--- src/design/cfb_pkg.sv ---
// Shared types, constants and the checksum fold for the frame builder.
`default_nettype none

package cfb_pkg;

   // Largest payload length a start item may announce
   localparam int unsigned MaxPayload = 34;

   // Most result bytes one item can cause (header plus trailer)
   localparam int unsigned BurstDepth = 6;
   localparam int unsigned CountWidth = $clog2(BurstDepth + 1);
   localparam int unsigned IdxWidth   = $clog2(BurstDepth);

   // Frame bytes and mixing constants
   localparam logic [7:0] HeadByte = 8'hF0;
   localparam logic [7:0] TailByte = 8'hFF;
   localparam logic [7:0] MixHi    = 8'h5A;
   localparam logic [7:0] MixLo    = 8'hA5;

   // Item modes
   localparam logic ModeStart   = 1'b0;
   localparam logic ModePayload = 1'b1;

   typedef struct packed {
      logic       mode;
      logic [7:0] command;
      logic [5:0] payload_length;
      logic [7:0] payload_byte;
   } req_item_type;

   typedef struct packed {
      logic [7:0] frame_byte;
      logic       end_of_frame;
      logic       error;
   } rsp_entry_type;

   typedef rsp_entry_type [BurstDepth-1:0] rsp_burst_type;

   // Checksum term of one byte: (((t ^ 5A) << 8) + t) ^ A5, 16 bits
   function automatic logic [15:0] fold_term(input logic [7:0] t);
      logic [15:0] shifted;
      logic [15:0] summed;
      begin
         shifted = {t ^ MixHi, 8'h00};
         summed  = shifted + {8'h00, t};
         return summed ^ {8'h00, MixLo};
      end
   endfunction

endpackage

`default_nettype wire

--- src/design/cfb_in_stage.sv ---
// Input register of the frame builder: holds one item until the builder takes it.
`default_nettype none

module cfb_in_stage (
   input  wire logic                  clock,
   input  wire logic                  reset,
   input  wire logic                  req_valid,
   output logic                       req_stall,
   input  wire cfb_pkg::req_item_type req_item,
   input  wire logic                  take,
   output logic                       item_valid,
   output cfb_pkg::req_item_type      item
);
   import cfb_pkg::*;

   logic         valid_ff;
   logic         valid_in;
   req_item_type item_ff;
   logic         accept;

   // Stall while a held item is not taken this cycle
   assign req_stall = valid_ff & ~take;
   assign accept    = req_valid & ~req_stall;

   // Hold valid until the builder takes the item
   always_comb begin
      if (accept) begin
         valid_in = 1'b1;
      end else if (take) begin
         valid_in = 1'b0;
      end else begin
         valid_in = valid_ff;
      end
   end

   always_ff @(posedge clock) begin
      if (reset) begin
         valid_ff <= 1'b0;
      end else begin
         valid_ff <= valid_in;
      end
   end

   // Capture the payload on accept
   always_ff @(posedge clock) begin
      if (accept) begin
         item_ff <= req_item;
      end
   end

   assign item_valid = valid_ff;
   assign item       = item_ff;

endmodule

`default_nettype wire

--- src/design/cfb_builder.sv ---
// Frame state and result list: turns one item into its burst of frame bytes.
`default_nettype none

module cfb_builder (
   input  wire logic                  clock,
   input  wire logic                  reset,
   input  wire logic                  load,
   input  wire cfb_pkg::req_item_type item,
   output cfb_pkg::rsp_burst_type     burst,
   output logic [cfb_pkg::CountWidth-1:0] burst_count
);
   import cfb_pkg::*;

   logic [15:0] running_sum_ff;
   logic [15:0] running_sum_in;
   logic [5:0]  bytes_left_ff;
   logic [5:0]  bytes_left_in;
   logic        frame_open_ff;
   logic        frame_open_in;

   logic [15:0] start_sum;
   logic [15:0] payload_sum;
   rsp_entry_type err_entry;

   // Checksum of the header and of a payload byte added to the open sum
   assign start_sum   = fold_term(HeadByte) + fold_term(item.command)
                        + fold_term({2'b00, item.payload_length});
   assign payload_sum = running_sum_ff + fold_term(item.payload_byte);

   assign err_entry = '{frame_byte: 8'h00, end_of_frame: 1'b0, error: 1'b1};

   // Build the result list and the next frame state
   always_comb begin
      burst          = '0;
      burst_count    = '0;
      running_sum_in = running_sum_ff;
      bytes_left_in  = bytes_left_ff;
      frame_open_in  = frame_open_ff;
      if (item.mode == ModeStart) begin
         if ({26'd0, item.payload_length} > MaxPayload) begin
            // Abandon any open frame and flag the length
            burst[0]       = err_entry;
            burst_count    = CountWidth'(1);
            running_sum_in = '0;
            bytes_left_in  = '0;
            frame_open_in  = 1'b0;
         end else begin
            burst[0] = '{frame_byte: HeadByte, end_of_frame: 1'b0, error: 1'b0};
            burst[1] = '{frame_byte: item.command, end_of_frame: 1'b0, error: 1'b0};
            burst[2] = '{frame_byte: {2'b00, item.payload_length},
                         end_of_frame: 1'b0, error: 1'b0};
            running_sum_in = start_sum;
            if (item.payload_length == 6'd0) begin
               // Empty payload: close the frame right after the header
               burst[3] = '{frame_byte: start_sum[15:8], end_of_frame: 1'b0, error: 1'b0};
               burst[4] = '{frame_byte: start_sum[7:0], end_of_frame: 1'b0, error: 1'b0};
               burst[5] = '{frame_byte: TailByte, end_of_frame: 1'b1, error: 1'b0};
               burst_count   = CountWidth'(6);
               bytes_left_in = '0;
               frame_open_in = 1'b0;
            end else begin
               burst_count   = CountWidth'(3);
               bytes_left_in = item.payload_length;
               frame_open_in = 1'b1;
            end
         end
      end else if (!frame_open_ff) begin
         // Payload with no frame open: flag it, keep the state
         burst[0]    = err_entry;
         burst_count = CountWidth'(1);
      end else begin
         burst[0] = '{frame_byte: item.payload_byte, end_of_frame: 1'b0, error: 1'b0};
         running_sum_in = payload_sum;
         if (bytes_left_ff == 6'd1) begin
            // Last payload byte: append the trailer
            burst[1] = '{frame_byte: payload_sum[15:8], end_of_frame: 1'b0, error: 1'b0};
            burst[2] = '{frame_byte: payload_sum[7:0], end_of_frame: 1'b0, error: 1'b0};
            burst[3] = '{frame_byte: TailByte, end_of_frame: 1'b1, error: 1'b0};
            burst_count   = CountWidth'(4);
            bytes_left_in = '0;
            frame_open_in = 1'b0;
         end else begin
            burst_count   = CountWidth'(1);
            bytes_left_in = bytes_left_ff - 6'd1;
         end
      end
   end

   // Advance the frame state when the burst is loaded
   always_ff @(posedge clock) begin
      if (reset) begin
         running_sum_ff <= '0;
         bytes_left_ff  <= '0;
         frame_open_ff  <= 1'b0;
      end else if (load) begin
         running_sum_ff <= running_sum_in;
         bytes_left_ff  <= bytes_left_in;
         frame_open_ff  <= frame_open_in;
      end
   end

endmodule

`default_nettype wire

--- src/design/cfb_out_buffer.sv ---
// Result register bank: holds one burst of frame bytes and hands them out in order.
`default_nettype none

module cfb_out_buffer (
   input  wire logic                          clock,
   input  wire logic                          reset,
   input  wire logic                          load,
   input  wire cfb_pkg::rsp_burst_type        burst,
   input  wire logic [cfb_pkg::CountWidth-1:0] burst_count,
   output logic                               free,
   output logic                               rsp_valid,
   input  wire logic                          rsp_stall,
   output cfb_pkg::rsp_entry_type             rsp_entry
);
   import cfb_pkg::*;

   rsp_burst_type         entries_ff;
   logic [CountWidth-1:0] count_ff;
   logic [IdxWidth-1:0]   idx_ff;
   logic                  pop;
   logic                  last;

   assign rsp_valid = (count_ff != '0);
   assign rsp_entry = entries_ff[idx_ff];
   assign pop       = rsp_valid & ~rsp_stall;
   assign last      = (idx_ff == IdxWidth'(count_ff - CountWidth'(1)));

   // Take a new burst when empty or when the last byte leaves now
   assign free = ~rsp_valid | (pop & last);

   always_ff @(posedge clock) begin
      if (reset) begin
         count_ff <= '0;
         idx_ff   <= '0;
      end else if (load) begin
         count_ff <= burst_count;
         idx_ff   <= '0;
      end else if (pop) begin
         if (last) begin
            count_ff <= '0;
            idx_ff   <= '0;
         end else begin
            idx_ff <= idx_ff + IdxWidth'(1);
         end
      end
   end

   // Capture the burst payload
   always_ff @(posedge clock) begin
      if (load) begin
         entries_ff <= burst;
      end
   end

endmodule

`default_nettype wire

--- src/design/checksum_frame_builder.sv ---
// Top level of the checksum frame builder: input register, builder and result buffer.
`default_nettype none

// Builds checksummed frames one byte per result. A start item (mode 0) gives
// the header F0, command, length; payload items (mode 1) pass their byte
// through; the frame closes with sum high, sum low and FF (end_of_frame).
// A too-long length or a payload byte with no open frame gives one error
// result. An item is taken each cycle as long as each gives one result and
// the output does not stall; an item that gives n results (n up to 6) occupies
// the single result buffer until it drains its last byte, and the input holds
// off until then. The first result of an item is offered once the item has
// passed through the input register and been loaded into the result buffer.
module checksum_frame_builder (
   input  wire logic       clock,
   input  wire logic       reset,
   input  wire logic       req_valid,
   output logic            req_stall,
   input  wire logic       req_mode,
   input  wire logic [7:0] req_command,
   input  wire logic [5:0] req_payload_length,
   input  wire logic [7:0] req_payload_byte,
   output logic            rsp_valid,
   input  wire logic       rsp_stall,
   output logic [7:0]      rsp_frame_byte,
   output logic            rsp_end_of_frame,
   output logic            rsp_error
);
   import cfb_pkg::*;

   req_item_type          req_item;
   req_item_type          item;
   logic                  item_valid;
   logic                  buf_free;
   logic                  load;
   rsp_burst_type         burst;
   logic [CountWidth-1:0] burst_count;
   rsp_entry_type         rsp_entry;

   assign req_item = '{mode: req_mode, command: req_command,
                       payload_length: req_payload_length,
                       payload_byte: req_payload_byte};

   // Move the held item into the buffer when it has room
   assign load = item_valid & buf_free;

   cfb_in_stage u_in_stage (
      .clock      (clock),
      .reset      (reset),
      .req_valid  (req_valid),
      .req_stall  (req_stall),
      .req_item   (req_item),
      .take       (load),
      .item_valid (item_valid),
      .item       (item)
   );

   cfb_builder u_builder (
      .clock       (clock),
      .reset       (reset),
      .load        (load),
      .item        (item),
      .burst       (burst),
      .burst_count (burst_count)
   );

   cfb_out_buffer u_out_buffer (
      .clock       (clock),
      .reset       (reset),
      .load        (load),
      .burst       (burst),
      .burst_count (burst_count),
      .free        (buf_free),
      .rsp_valid   (rsp_valid),
      .rsp_stall   (rsp_stall),
      .rsp_entry   (rsp_entry)
   );

   assign rsp_frame_byte   = rsp_entry.frame_byte;
   assign rsp_end_of_frame = rsp_entry.end_of_frame;
   assign rsp_error        = rsp_entry.error;

endmodule

`default_nettype wire

--- config.mk ---
export PLATFORM = sky130hd
export DESIGN_NAME = checksum_frame_builder
export DESIGN_NICKNAME = d
export VERILOG_FILES = /design/src/design/cfb_pkg.sv /design/src/design/cfb_in_stage.sv /design/src/design/cfb_builder.sv /design/src/design/cfb_out_buffer.sv /design/src/design/checksum_frame_builder.sv
export SDC_FILE = /design/constraint.sdc
export NUM_CORES = 1
export LEC_CHECK = 0
export BUFFER_PORTS_ARGS = -buffer_cell sky130_fd_sc_hd__buf_2
export CAP_MARGIN = 40
export CELL_PAD_IN_SITES_DETAIL_PLACEMENT = 1
export CELL_PAD_IN_SITES_GLOBAL_PLACEMENT = 2
export CORE_MARGIN = 2
export CORE_UTILIZATION = 43
export CTS_CLUSTER_SIZE = 12
export DETAILED_ROUTE_END_ITERATION = 8
export PLACE_DENSITY = 0.9
export SYNTH_ARGS = -nofsm -noshare
export SYNTH_HDL_FRONTEND = slang
export SYNTH_SLANG_ARGS = --single-unit
export TNS_END_PERCENT = 50
--- constraint.sdc ---
create_clock -name clock -period 8.4 [get_ports clock]
set_input_delay 1.26 -clock clock [delete_from_list [all_inputs] [get_ports clock]]
set_output_delay 1.26 -clock clock [all_outputs]
set_load 0.05 [all_outputs]
Word level (Yosys, flattened, before mapping)

Index checks and enable logic that the tools add are counted.

Add/sub/neg operators: 9
$mul: 0
Divide/modulo/power cells: 0
Magnitude comparators: 2
Equal/unequal tests: 3
Shifts and indexed selects: 0
Multiplexer cells: 33
Bitwise operators: 17
Reductions and logical operators: 10

Operators by type and width:

| operator                                                                      | number |
|---|---|
| 30-bit two-way mux                                                            | 4 |
| 16-bit two-way mux                                                            | 3 |
| 40-bit two-way mux                                                            | 1 |
| 16-bit adder                                                                  | 2 |
| 16-bit by 8-bit adder with 16-bit output                                      | 2 |
| 10-bit binary-select mux with 3-bit select                                    | 1 |
| 10-bit two-way mux                                                            | 3 |
| 6-bit two-way mux                                                             | 5 |
| 3-bit two-way mux                                                             | 9 |
| 4-bit inverter                                                                | 5 |
| 15-bit by 6-bit adder with 16-bit output                                      | 1 |
| 16-bit adder (first input constant)                                           | 1 |
| 1-bit two-way mux                                                             | 7 |
| 6-bit by 1-bit equality test with 1-bit output (second input constant)        | 1 |
| 6-bit > comparator (second input constant)                                    | 1 |
| 6-bit zero test                                                               | 1 |
| 2-bit nonzero test                                                            | 3 |
| 6-bit by 1-bit subtractor with 6-bit output (second input constant)           | 1 |
| 1-bit bitwise AND                                                             | 5 |
| 1-bit inverter                                                                | 5 |
| 3-bit by 4-bit less-than comparator with 1-bit output (second input constant) | 1 |
| 3-bit inverter with 4-bit output                                              | 1 |
| 2-bit AND reduction                                                           | 2 |
| 2-bit OR reduction                                                            | 2 |
| 7 further kinds                                                               | 7 |

Bits in registers: 113
Bits in latches: 0
Bits in writable memories: 0
ROM bits: 0
Input port bits: 27
Output and inout bits: 12
Memories kept: 0

Longest topological paths before layout

Gate-level depths: netlist of the first run.

Depth in word-level cells: 10
Depth in mapped cells: 11

Hierarchy

From an unflattened synthesis of the first run, not the netlist that was laid out.

Cell total of the unflattened synthesis: 654
Area total of the unflattened synthesis: 6742.7 um^2

Modules (own cells, without submodules):

| module                 | instances | cells an instance | area an instance (um^2) | sequential area each (um^2) |
|---|---|---|---|---|
| cfb_builder            | 1         | 482               | 3353.2                  | 460.4 |
| cfb_out_buffer         | 1         | 144               | 2642.5                  | 1921.8 |
| cfb_in_stage           | 1         | 27                | 740.7                   | 710.7 |
| checksum_frame_builder | 1         | 1                 | 6.3                     | 0.0 |

Worst setup path after synthesis of the first run

OpenSTA, ideal clock, no wires.

Kind: flip-flop to output port
Start: register u_out_buffer.idx_ff[0]
End: output rsp_error
Arrival: 2335 ps
Data required time: 7140 ps
Path slack: 4805 ps
Cell stages (with the launch flop): 4
Buffers on the path: 2
Path through: dfxtp_1 buf_2 buf_2 nor4b_1

Word-level cells in the longest chain between the ends: 2

Ends and longest elaborated chain:

| item                                       | line                         | RTL |
|---|---|---|
| from (decl)                                | cfb_out_buffer.sv:19         | `logic [IdxWidth-1:0] idx_ff;` |
| from (signal assigned)                     | cfb_out_buffer.sv:43         | `idx_ff <= idx_ff + IdxWidth'(1);` |
| 10-bit binary-select mux with 3-bit select | cfb_out_buffer.sv:24         | `assign rsp_entry = entries_ff[idx_ff];` |
| 10-bit two-way mux (implied by the code)   | cfb_out_buffer.sv:24         |  |
| to (decl)                                  | checksum_frame_builder.sv:26 | `output logic rsp_error` |

No other way between the ends. The select of a mux whose other input is x is not followed.

Final worst setup path of the first run

Start: register u_out_buffer.idx_ff[0]
End: output rsp_frame_byte[4]

Word-level cells in the longest chain between the ends: 2

Ends and longest elaborated chain:

| item                                       | line                         | RTL |
|---|---|---|
| 10-bit binary-select mux with 3-bit select | cfb_out_buffer.sv:24         |  |
| 10-bit two-way mux (implied by the code)   | cfb_out_buffer.sv:24         |  |
| to (decl)                                  | checksum_frame_builder.sv:24 | `output logic [7:0] rsp_frame_byte,` |

No other way between the ends. The select of a mux whose other input is x is not followed.

==> impl_metrics.env, run 1 <==
export IMPL_synth_seq_area_share_pct=43.72
export IMPL_skew_ps=12.89
export IMPL_status="finished clean"
export IMPL_synth_warnings=0
export IMPL_fmax_mhz=285.3
export IMPL_crit_path_end_kind="primary output"
export IMPL_crit_buf_inv=2
export IMPL_clock_path_buffers=2
export IMPL_p_leak_nw=2.647
export IMPL_regArea_sq_um=2582
export IMPL_antenna_found_initial=0
export IMPL_finalCriticalPeriod_ps=3505
export IMPL_initial_core_util_pct=44.25
export IMPL_synth_most_common_cell="edfxtp_1"
export IMPL_ys_top_cells_by_area="edfxtp_1 (34%), dfxtp_1 (10%), ha_1 (9.3%)"
export IMPL_worstHoldPathType="flop to flop"
export IMPL_synth_top_cells_by_count="edfxtp_1 (66), nand2_1 (62), nor2_1 (50)"
export IMPL_cts_sinks=96
export IMPL_grt_ovfl_total=0
export IMPL_utilization_pct=48.92
export IMPL_gp_congestion=0.8923
export IMPL_core_area_sq_um=13350
export IMPL_wl_microns=16690
export IMPL_async_reset_ff_share_pct=0
export IMPL_worst_skew_pair_late_latency_ps=350
export IMPL_dp_hpwl_microns=12620
export IMPL_fin_hold_ws_ps=503.9
export IMPL_finalMaxSlewViolations=0
export IMPL_synth_distinct_cells=67
export IMPL_drv_max_cap_violation_count=0
export IMPL_critPathKind="flop to primary output"
export IMPL_cts_tree="done"
export IMPL_post_cts_setup_buffers=0
export IMPL_critPathArrivalTime_ps=2250
export IMPL_netlist_area_sq_um=5907
export IMPL_path_clk_slew_ps=80
export IMPL_multi_input_area_sq_um=3017
export IMPL_post_route_period_util_pct=41.73
export IMPL_path_cells="clkinv_1, a21oi_1, o22ai_1, buf_2"
export IMPL_cts_root_buf="clkbuf_16"
export IMPL_crit_fanout=15
export IMPL_relSlewSlack_pct=30.45
export IMPL_cts_buffers=9
export IMPL_fillers=1522
export IMPL_worst_pin_slew_ps=1043
export IMPL_power_density_nw_per_um2=195.5
export IMPL_detail_route_first_pass_iterations=4
export IMPL_syn_area_per_cell_sq_um=9.845
export IMPL_die_y_microns=121.2
export IMPL_crit_slowest_cell="dfxtp_1"
export IMPL_final_hold_violation_count=0
export IMPL_syn_inst=600
export IMPL_synth_top_area_cell="edfxtp_1"
export IMPL_numPortBuffers=38
export IMPL_grt_max_degree=51
export IMPL_dieWidth_microns=121.2
export IMPL_ctsHoldBuffers=0
export IMPL_ant_nets=0
export IMPL_synth_ff_type="edfxtp_1"
export IMPL_ys_ff_latch=96
export IMPL_startpoint_type="flop"
export IMPL_drc=0
export IMPL_drt_iter0_drc=311
export IMPL_track_usage_pct=23.81
export IMPL_via_count=4711
export IMPL_routedWlPerCell_microns=20.63
export IMPL_cp_data_required_time_ps=7140
export IMPL_io_pins=39
export IMPL_power_total_mw=1.276
export IMPL_finalSetupViolCount=0
export IMPL_r2r_slack_ps=5250
export IMPL_routed_via_density=5.823
export IMPL_syn2layout_area_growth_pct=10.55
export IMPL_crit_family="flip-flops"
export IMPL_fin_tns_setup_ps=0
export IMPL_htreeDepth=3
export IMPL_rsz0062_at_grt="no"
export IMPL_synth_nets=673
export IMPL_row_count=42
export IMPL_grt_pass1_vias=4771
export IMPL_synth_edf_count=66
export IMPL_drive_gt1_share_pct=13.59
export IMPL_diodes=0
export IMPL_cts_resized=0
export IMPL_synth_top_area_share_pct=33.55
export IMPL_max_vdd_ir_drop_mv=0.1250
export IMPL_slowest_delay_ps=840
export IMPL_fin_nets=701
export IMPL_grt_first_pass_wirelength_microns=26510
export IMPL_fp_dieArea_sq_um=14690
[cell usage in the layout (no fill, tap or decap), drive strengths merged, types with 22 or more instances in the layout]
master / n
edfxtp: 66
dfxtp: 30
a21oi: 45
inv: 49
ha: 44
nor3: 22
o21ai: 36
nor2: 50
buf: 42
nand2: 63
[area by class of cell]
class / count / share of cell area, %
clock buffer: 10 / 3.506
clock inverter: 6 / 1.016
inverter: 49 / 2.817
multi-input combinational: 430 / 46.20
sequential: 96 / 39.55
tap: 176 / 3.372
timing repair buffer: 42 / 3.545
[sequential cells by signal, indices dropped and copies added, names as in the netlist]
name / cells
u_out_buffer.idx_ff: 3
u_builder.running_sum_ff: 16
u_in_stage.item_valid: 1
u_out_buffer.count_ff: 3
u_builder.bytes_left_ff: 6
u_in_stage.item: 23
u_builder.frame_open_ff: 1
u_out_buffer.entries_ff: 43
[per-stage QoR]
step | instances | setup slack, ps | area [sq um]
2_1_floorplan | 600 | 4805 | 5907
3_3_place_gp | 791 | 5080 | 6208
3_5_place_dp | 793 | 5065 | 6235
4_1_cts | 809 | 4838 | 6530
5_1_grt | 809 | 4625 | 6530
6_report | 809 | 4895 | 6530
[worst min-delay path: stages, from the launching register on]
cell and delay, ps:
dfxtp_1 320, nor2_1 100, nor3_1 40
[path summary, 6_finish.rpt]
path / startpoint / endpoint / depth (start not counted)
worst max register to register: u_in_stage.item[9] / u_builder.running_sum_ff[13] / 10
worst min register to register: u_builder.running_sum_ff[14] / u_builder.running_sum_ff[14] / 2
worst min-delay path: u_builder.running_sum_ff[14] / u_builder.running_sum_ff[14] / 2
worst max-delay path: u_out_buffer.idx_ff[0] / rsp_frame_byte[4] / 4
[power breakdown]
group	leakage (nW)	switching, mW	total [mW]	internal [mW]
combinational	1.61	0.195	0.300	0.105
clock	0.147	0.190	0.423	0.233
sequential	0.890	0.0196	0.554	0.534
total	2.65	0.404	1.28	0.872
[per-layer routing]
layer	GRT usage, %	up-vias	wire, microns
met5	0	-	0
met4	8.261	0	291
met3	3.102	22	754
met2	39.12	123	7914
met1	32.42	2334	7728
li1	-	2232	-
[cell families after synthesis]
kind of cell	after synthesis	synth area share, %
AO/OA/AOI/OAI	155	18.05
AND/OR/NAND/NOR	190	15.06
adder cells (fa/ha/maj)	46	9.998
flip-flops	96	43.72
buffers and inverters	74	5.295
multiplexers	12	3.749
XOR/XNOR	27	4.131
No activity file was read; power rests on OpenSTA's default activity.
==> run 2: changes to the inputs <==
- CORE_UTILIZATION: 43 -> 40
- PLACE_DENSITY: 0.9 -> 0.85
- clock period: 8.4 -> 3.3 ns (I/O delays scaled with it)
==> run 2 against run 1 <==
Compared with the run above:
- combinational power increased to 2.6 times the previous value
- sequential power grew to 2.5 times the previous value
- first-iteration DRC count is 2.3% lower
- total power grew to 2.6 times the previous value
- global-route usage down 1.4 points
- routed wire length grew 2.5%
- worst hold slack worse by 190 ps
- critical path depth rose by 6
- die area is 7.2% higher
- final cell count is 2.6% higher
- core utilization shrank 3.0 points
- critical path type is now flop to flop
==> impl_metrics.env, run 2 (same netlist as run 1, synthesis figures left out) <==
export IMPL_dpl_cell_count=813
export IMPL_cts_root_buf="clkbuf_16"
export IMPL_layout_setup_ws_ps=228.5
export IMPL_grt_max_degree=29
export IMPL_fin_tns_setup_ps=0
export IMPL_row_count=44
export IMPL_utilization_pct=45.88
export IMPL_drive_gt1_share_pct=15.04
export IMPL_ant_nets=0
export IMPL_dieWidth_microns=125.5
export IMPL_met1_usage_pct=30.58
export IMPL_cts_buffers=9
export IMPL_worstHoldPathType="input pin to flop"
export IMPL_dp_hpwl_microns=13280
export IMPL_track_usage_pct=22.42
export IMPL_clock_path_buffers=2
export IMPL_initial_core_util_pct=40.80
export IMPL_detail_route_first_pass_iterations=4
export IMPL_io_pins=39
export IMPL_cts_tree="done"
export IMPL_final_common_cell="edfxtp_1"
export IMPL_reg2reg_from="u_in_stage.item[9]"
export IMPL_dp_slack_ps=270.6
export IMPL_busiest_layer="met2"
export IMPL_post_route_period_util_pct=93.08
export IMPL_fin_hold_ws_ps=317.7
export IMPL_hold_start="req_command[5]"
export IMPL_wl_microns=17110
export IMPL_syn2layout_area_growth_pct=12.45
export IMPL_critPathKind="flop to flop"
export IMPL_placed_cell_area_sq_um=6321
export IMPL_crit_slowest_cell="edfxtp_1"
export IMPL_path_clk_slew_ps=70
export IMPL_gp_congestion=0.8849
export IMPL_via_count=4675
export IMPL_reg2regPathDepth=10
export IMPL_routed_via_density=5.633
export IMPL_regMostFlops="u_out_buffer.entries_ff"
export IMPL_grt_pass1_vias=4926
export IMPL_cp_data_required_time_ps=3500
export IMPL_instances_no_fill=830
export IMPL_crit_family="compound AO/OA/AOI/OAI gates"
export IMPL_worst_skew_pair_late_latency_ps=350
export IMPL_power_total_mw=3.326
export IMPL_core_area_sq_um=14480
export IMPL_drv_max_cap_violation_count=0
export IMPL_status="finished clean"
export IMPL_final_hold_violation_count=0
export IMPL_drt_iter0_drc=304
export IMPL_startpoint_type="flop"
export IMPL_critPathArrivalTime_ps=3280
export IMPL_routedWlPerCell_microns=20.61
export IMPL_crit_buf_inv=0
export IMPL_layout_common_cells="edfxtp_1 (66), nand2_1 (62), nor2_1 (50)"
export IMPL_finalCriticalPeriod_ps=3071
export IMPL_whs_endpoint="u_in_stage.item[19]"
export IMPL_fp_dieArea_sq_um=15760
export IMPL_crit_path_frequent_cell="ha_1"
export IMPL_grt_first_pass_wirelength_microns=27290
export IMPL_grtUsageMet2_pct=35.90
export IMPL_crit_path_end_kind="flop"
export IMPL_r2r_slack_ps=230
export IMPL_numPortBuffers=38
export IMPL_cts_resized=0
export IMPL_relSlewSlack_pct=51.74
export IMPL_die_y_microns=125.5
export IMPL_finalMaxSlewViolations=0
export IMPL_whs_path_depth=1
export IMPL_post_cts_setup_buffers=0
export IMPL_slowest_delay_ps=450
export IMPL_power_density_nw_per_um2=500.8
export IMPL_fin_nets=713
export IMPL_worst_pin_slew_ps=723.8
export IMPL_cp_startpoint="u_in_stage.item[9]"
export IMPL_finalSetupViolCount=0
export IMPL_crit_fanout=4
export IMPL_htreeDepth=3
export IMPL_skew_ps=8.578
export IMPL_fmax_mhz=325.6
export IMPL_p_leak_nw=2.710
export IMPL_max_vdd_ir_drop_mv=0.2260
export IMPL_drc=0
export IMPL_met3_usage_pct=4.579
export IMPL_cts_sinks=96
export IMPL_r2r_end="u_builder.running_sum_ff[13]"
export IMPL_path_cells="ha_1, ha_1, fa_1, a21o_1, a221oi_2, o31a_1, o21ai_0, xor2_1, a221oi_1, nor3_1"
export IMPL_ctsHoldBuffers=0
export IMPL_largest_reg_flops=43
export IMPL_final_cell_area_sq_um=6643
export IMPL_grt_ovfl_total=0
export IMPL_rsz0062_at_grt="no"
export IMPL_antenna_found_initial=1
==> run 2: changes by cell type in the layout (fill, tap and decap cells not counted), sizes merged <==
cell and change:
buf +12, clkinv -2, clkinvlp +1, bufinv +1, diode +1
==> run 2: layout make-up <==
class	instances	area [sq um]
fillers	1643	7836
multi-input cells	430	3014
repair buffers	54	310.3
well taps	184	230.2
diodes	1	2.502
clock buffers	10	229.0
inverters	49	183.9
flip-flops and latches	96	2582
clock inverters	6	90.09
==> run 2: routing by layer <==
layer | vias up | part of all wire (%)
met1 | 2299 | 45
met4 | 0 | 1.7
li1 | 2258 | -
met2 | 100 | 47
met5 | - | 0
met3 | 18 | 5.5
==> run 2: report_power, final <==
part | internal, mW | total (mW) | switching, mW | leakage, nW
combinational | 0.275 | 0.777 | 0.502 | 1.67
sequential | 1.36 | 1.40 | 0.0429 | 0.890
clock | 0.669 | 1.15 | 0.479 | 0.153
total | 2.30 | 3.33 | 1.02 | 2.71
==> run 2: worst register-to-register path: cells and delay by family (launching register included) <==
family	cells	cell delay, ps
adder cells (fa/ha/maj)	3	990
XOR/XNOR	1	170
flip-flops	1	450
AO/OA/AOI/OAI	5	1240
AND/OR/NAND/NOR	1	80
==> run 2: how the worst max path moves through the flow <==
| stage | end | depth (start not counted) |
|---|---|---|
| 6_report | u_builder.running_sum_ff[13] | 10 |
| 5_1_grt | u_builder.running_sum_ff[15] | 10 |
| 4_1_cts | u_builder.running_sum_ff[13] | 10 |
| 3_5_place_dp | u_builder.running_sum_ff[13] | 10 |
| 3_3_place_gp | u_builder.running_sum_ff[13] | 10 |
| 2_1_floorplan | u_in_stage.item[0] | 7 |
==> run 3: changes to the inputs <==
- CORE_UTILIZATION: 40 -> 41
- CTS_BUF_LIST: not set -> sky130_fd_sc_hd__clkbuf_8
- PLACE_DENSITY: 0.85 -> 0.87
==> run 3 against run 2 <==
Compared with the run above:
- sequential share of layout area rose by 0.64 points
- count of clock-buffer cells in the layout shrank 1
- total power fell by 8.8%
- fmax is 1.5% higher
- largest power group unchanged
==> impl_metrics.env, run 3 (same netlist as run 1, synthesis figures left out) <==
export IMPL_cp_data_required_time_ps=3540
export IMPL_cts_sinks=96
export IMPL_post_route_period_util_pct=91.71
export IMPL_drv_max_cap_violation_count=0
export IMPL_status="finished clean"
export IMPL_r2r_slack_ps=270
export IMPL_skew_ps=9.542
export IMPL_core_area_sq_um=13990
export IMPL_via_count=4757
export IMPL_antenna_found_initial=0
export IMPL_finalCriticalPeriod_ps=3026
export IMPL_critPathKind="flop to flop"
export IMPL_max_vdd_ir_drop_mv=0.2443
export IMPL_post_cts_setup_buffers=0
export IMPL_fin_tns_setup_ps=0
export IMPL_p_leak_nw=2.667
export IMPL_drc=0
export IMPL_fin_hold_ws_ps=282.0
export IMPL_clock_path_buffers=2
export IMPL_grt_ovfl_total=0
export IMPL_ant_nets=0
export IMPL_power_density_nw_per_um2=464.2
export IMPL_worst_skew_pair_late_latency_ps=380
export IMPL_utilization_pct=46.72
export IMPL_fp_dieArea_sq_um=15380
export IMPL_die_y_microns=124.0
export IMPL_numPortBuffers=38
export IMPL_gp_congestion=0.9065
export IMPL_finalSetupViolCount=0
export IMPL_regArea_sq_um=2582
export IMPL_multi_input_area_sq_um=3014
export IMPL_initial_core_util_pct=42.23
export IMPL_regMostFlops="u_out_buffer.entries_ff"
export IMPL_diodes=0
export IMPL_track_usage_pct=24.59
export IMPL_final_hold_violation_count=0
export IMPL_syn2layout_area_growth_pct=10.63
export IMPL_drt_iter0_drc=383
export IMPL_fmax_mhz=330.4
export IMPL_fillers=1625
export IMPL_dp_hpwl_microns=13900
export IMPL_crit_path_end_kind="flop"
export IMPL_worstHoldPathType="input pin to flop"
export IMPL_final_common_cell="edfxtp_1"
export IMPL_crit_fanout=4
export IMPL_path_clk_slew_ps=90
export IMPL_cts_resized=0
export IMPL_grt_pass1_vias=4965
export IMPL_critPathArrivalTime_ps=3270
export IMPL_grt_max_degree=35
export IMPL_startpoint_type="flop"
export IMPL_ctsHoldBuffers=0
export IMPL_drive_gt1_share_pct=14.86
export IMPL_dieWidth_microns=124.0
export IMPL_io_pins=39
export IMPL_layout_common_cells="edfxtp_1 (66), nand2_1 (62), nor2_1 (50)"
export IMPL_cts_buffers=9
export IMPL_relSlewSlack_pct=53.25
export IMPL_row_count=43
export IMPL_worst_pin_slew_ps=701.1
export IMPL_htreeDepth=3
export IMPL_cts_tree="done"
export IMPL_cts_root_buf="clkbuf_8"
export IMPL_routedWlPerCell_microns=21.48
export IMPL_routed_via_density=5.759
export IMPL_detail_route_first_pass_iterations=4
export IMPL_fin_nets=714
export IMPL_grt_first_pass_wirelength_microns=27810
export IMPL_wl_microns=17750
export IMPL_largest_reg_flops=43
export IMPL_finalMaxSlewViolations=0
export IMPL_rsz0062_at_grt="no"
==> run 3: cell count changes in the layout (fill, tap and decap cells not counted), sizes merged <==
cell	before	now
clkinv	3	5
buf	54	55
clkbuf	10	9
diode	1	0
inv	49	48
==> run 3: worst max-delay path: stages (launching register included) <==
cell and delay, ps:
edfxtp_1 440, ha_1 340, ha_1 240, fa_1 420
a21o_1 230, a221oi_2 340, o31a_1 240, o21ai_0 110
xor2_1 180, a221oi_1 280, nor3_1 70
==> run 3: area by class of cell <==
cell class,count,share of cell area (%)
Clock inverter,7,1.340
Clock buffer,9,1.895
Inverter,49,2.814
Multi-Input combinational cell,430,46.12
Tap cell,180,3.446
Sequential cell,96,39.52
Timing Repair Buffer,55,4.863
==> run 3: path summary, 6_finish.rpt <==
check	startpoint	endpoint	cells past startpoint
setup / recovery	u_in_stage.item[9]	u_builder.running_sum_ff[13]	10
hold / removal	req_payload_byte[3]	u_in_stage.item[3]	1
setup reg to reg	u_in_stage.item[9]	u_builder.running_sum_ff[13]	10
hold reg to reg	u_builder.bytes_left_ff[5]	u_builder.bytes_left_ff[5]	2
==> run 3: per-stage QoR <==
stage | power [mW] | cells | setup slack (ps) | area (sq um)
6_report | 3.033 | 826 | 273.7 | 6535
5_1_grt | 3.171 | 826 | 130.4 | 6535
4_1_cts | 3.038 | 826 | 257.2 | 6535
3_5_place_dp | 2.212 | 810 | 272.9 | 6324
3_3_place_gp | 2.182 | 810 | 290.6 | 6324
2_1_floorplan | 1.960 | 600 | 187.8 | 5907
==> run 3: power by group <==
part | switching, mW | internal [mW]
clock | 0.422 | 0.420
combinational | 0.514 | 0.276
sequential | 0.0436 | 1.36
total | 0.979 | 2.05
==> run 3: per-layer routing <==
metal	up-vias	wire length, microns	GRT usage [%]
met5	-	0	0
met4	0	420	7.514
met3	30	1088	4.762
met2	123	8410	41.17
met1	2349	7825	32.26
li1	2255	-	-
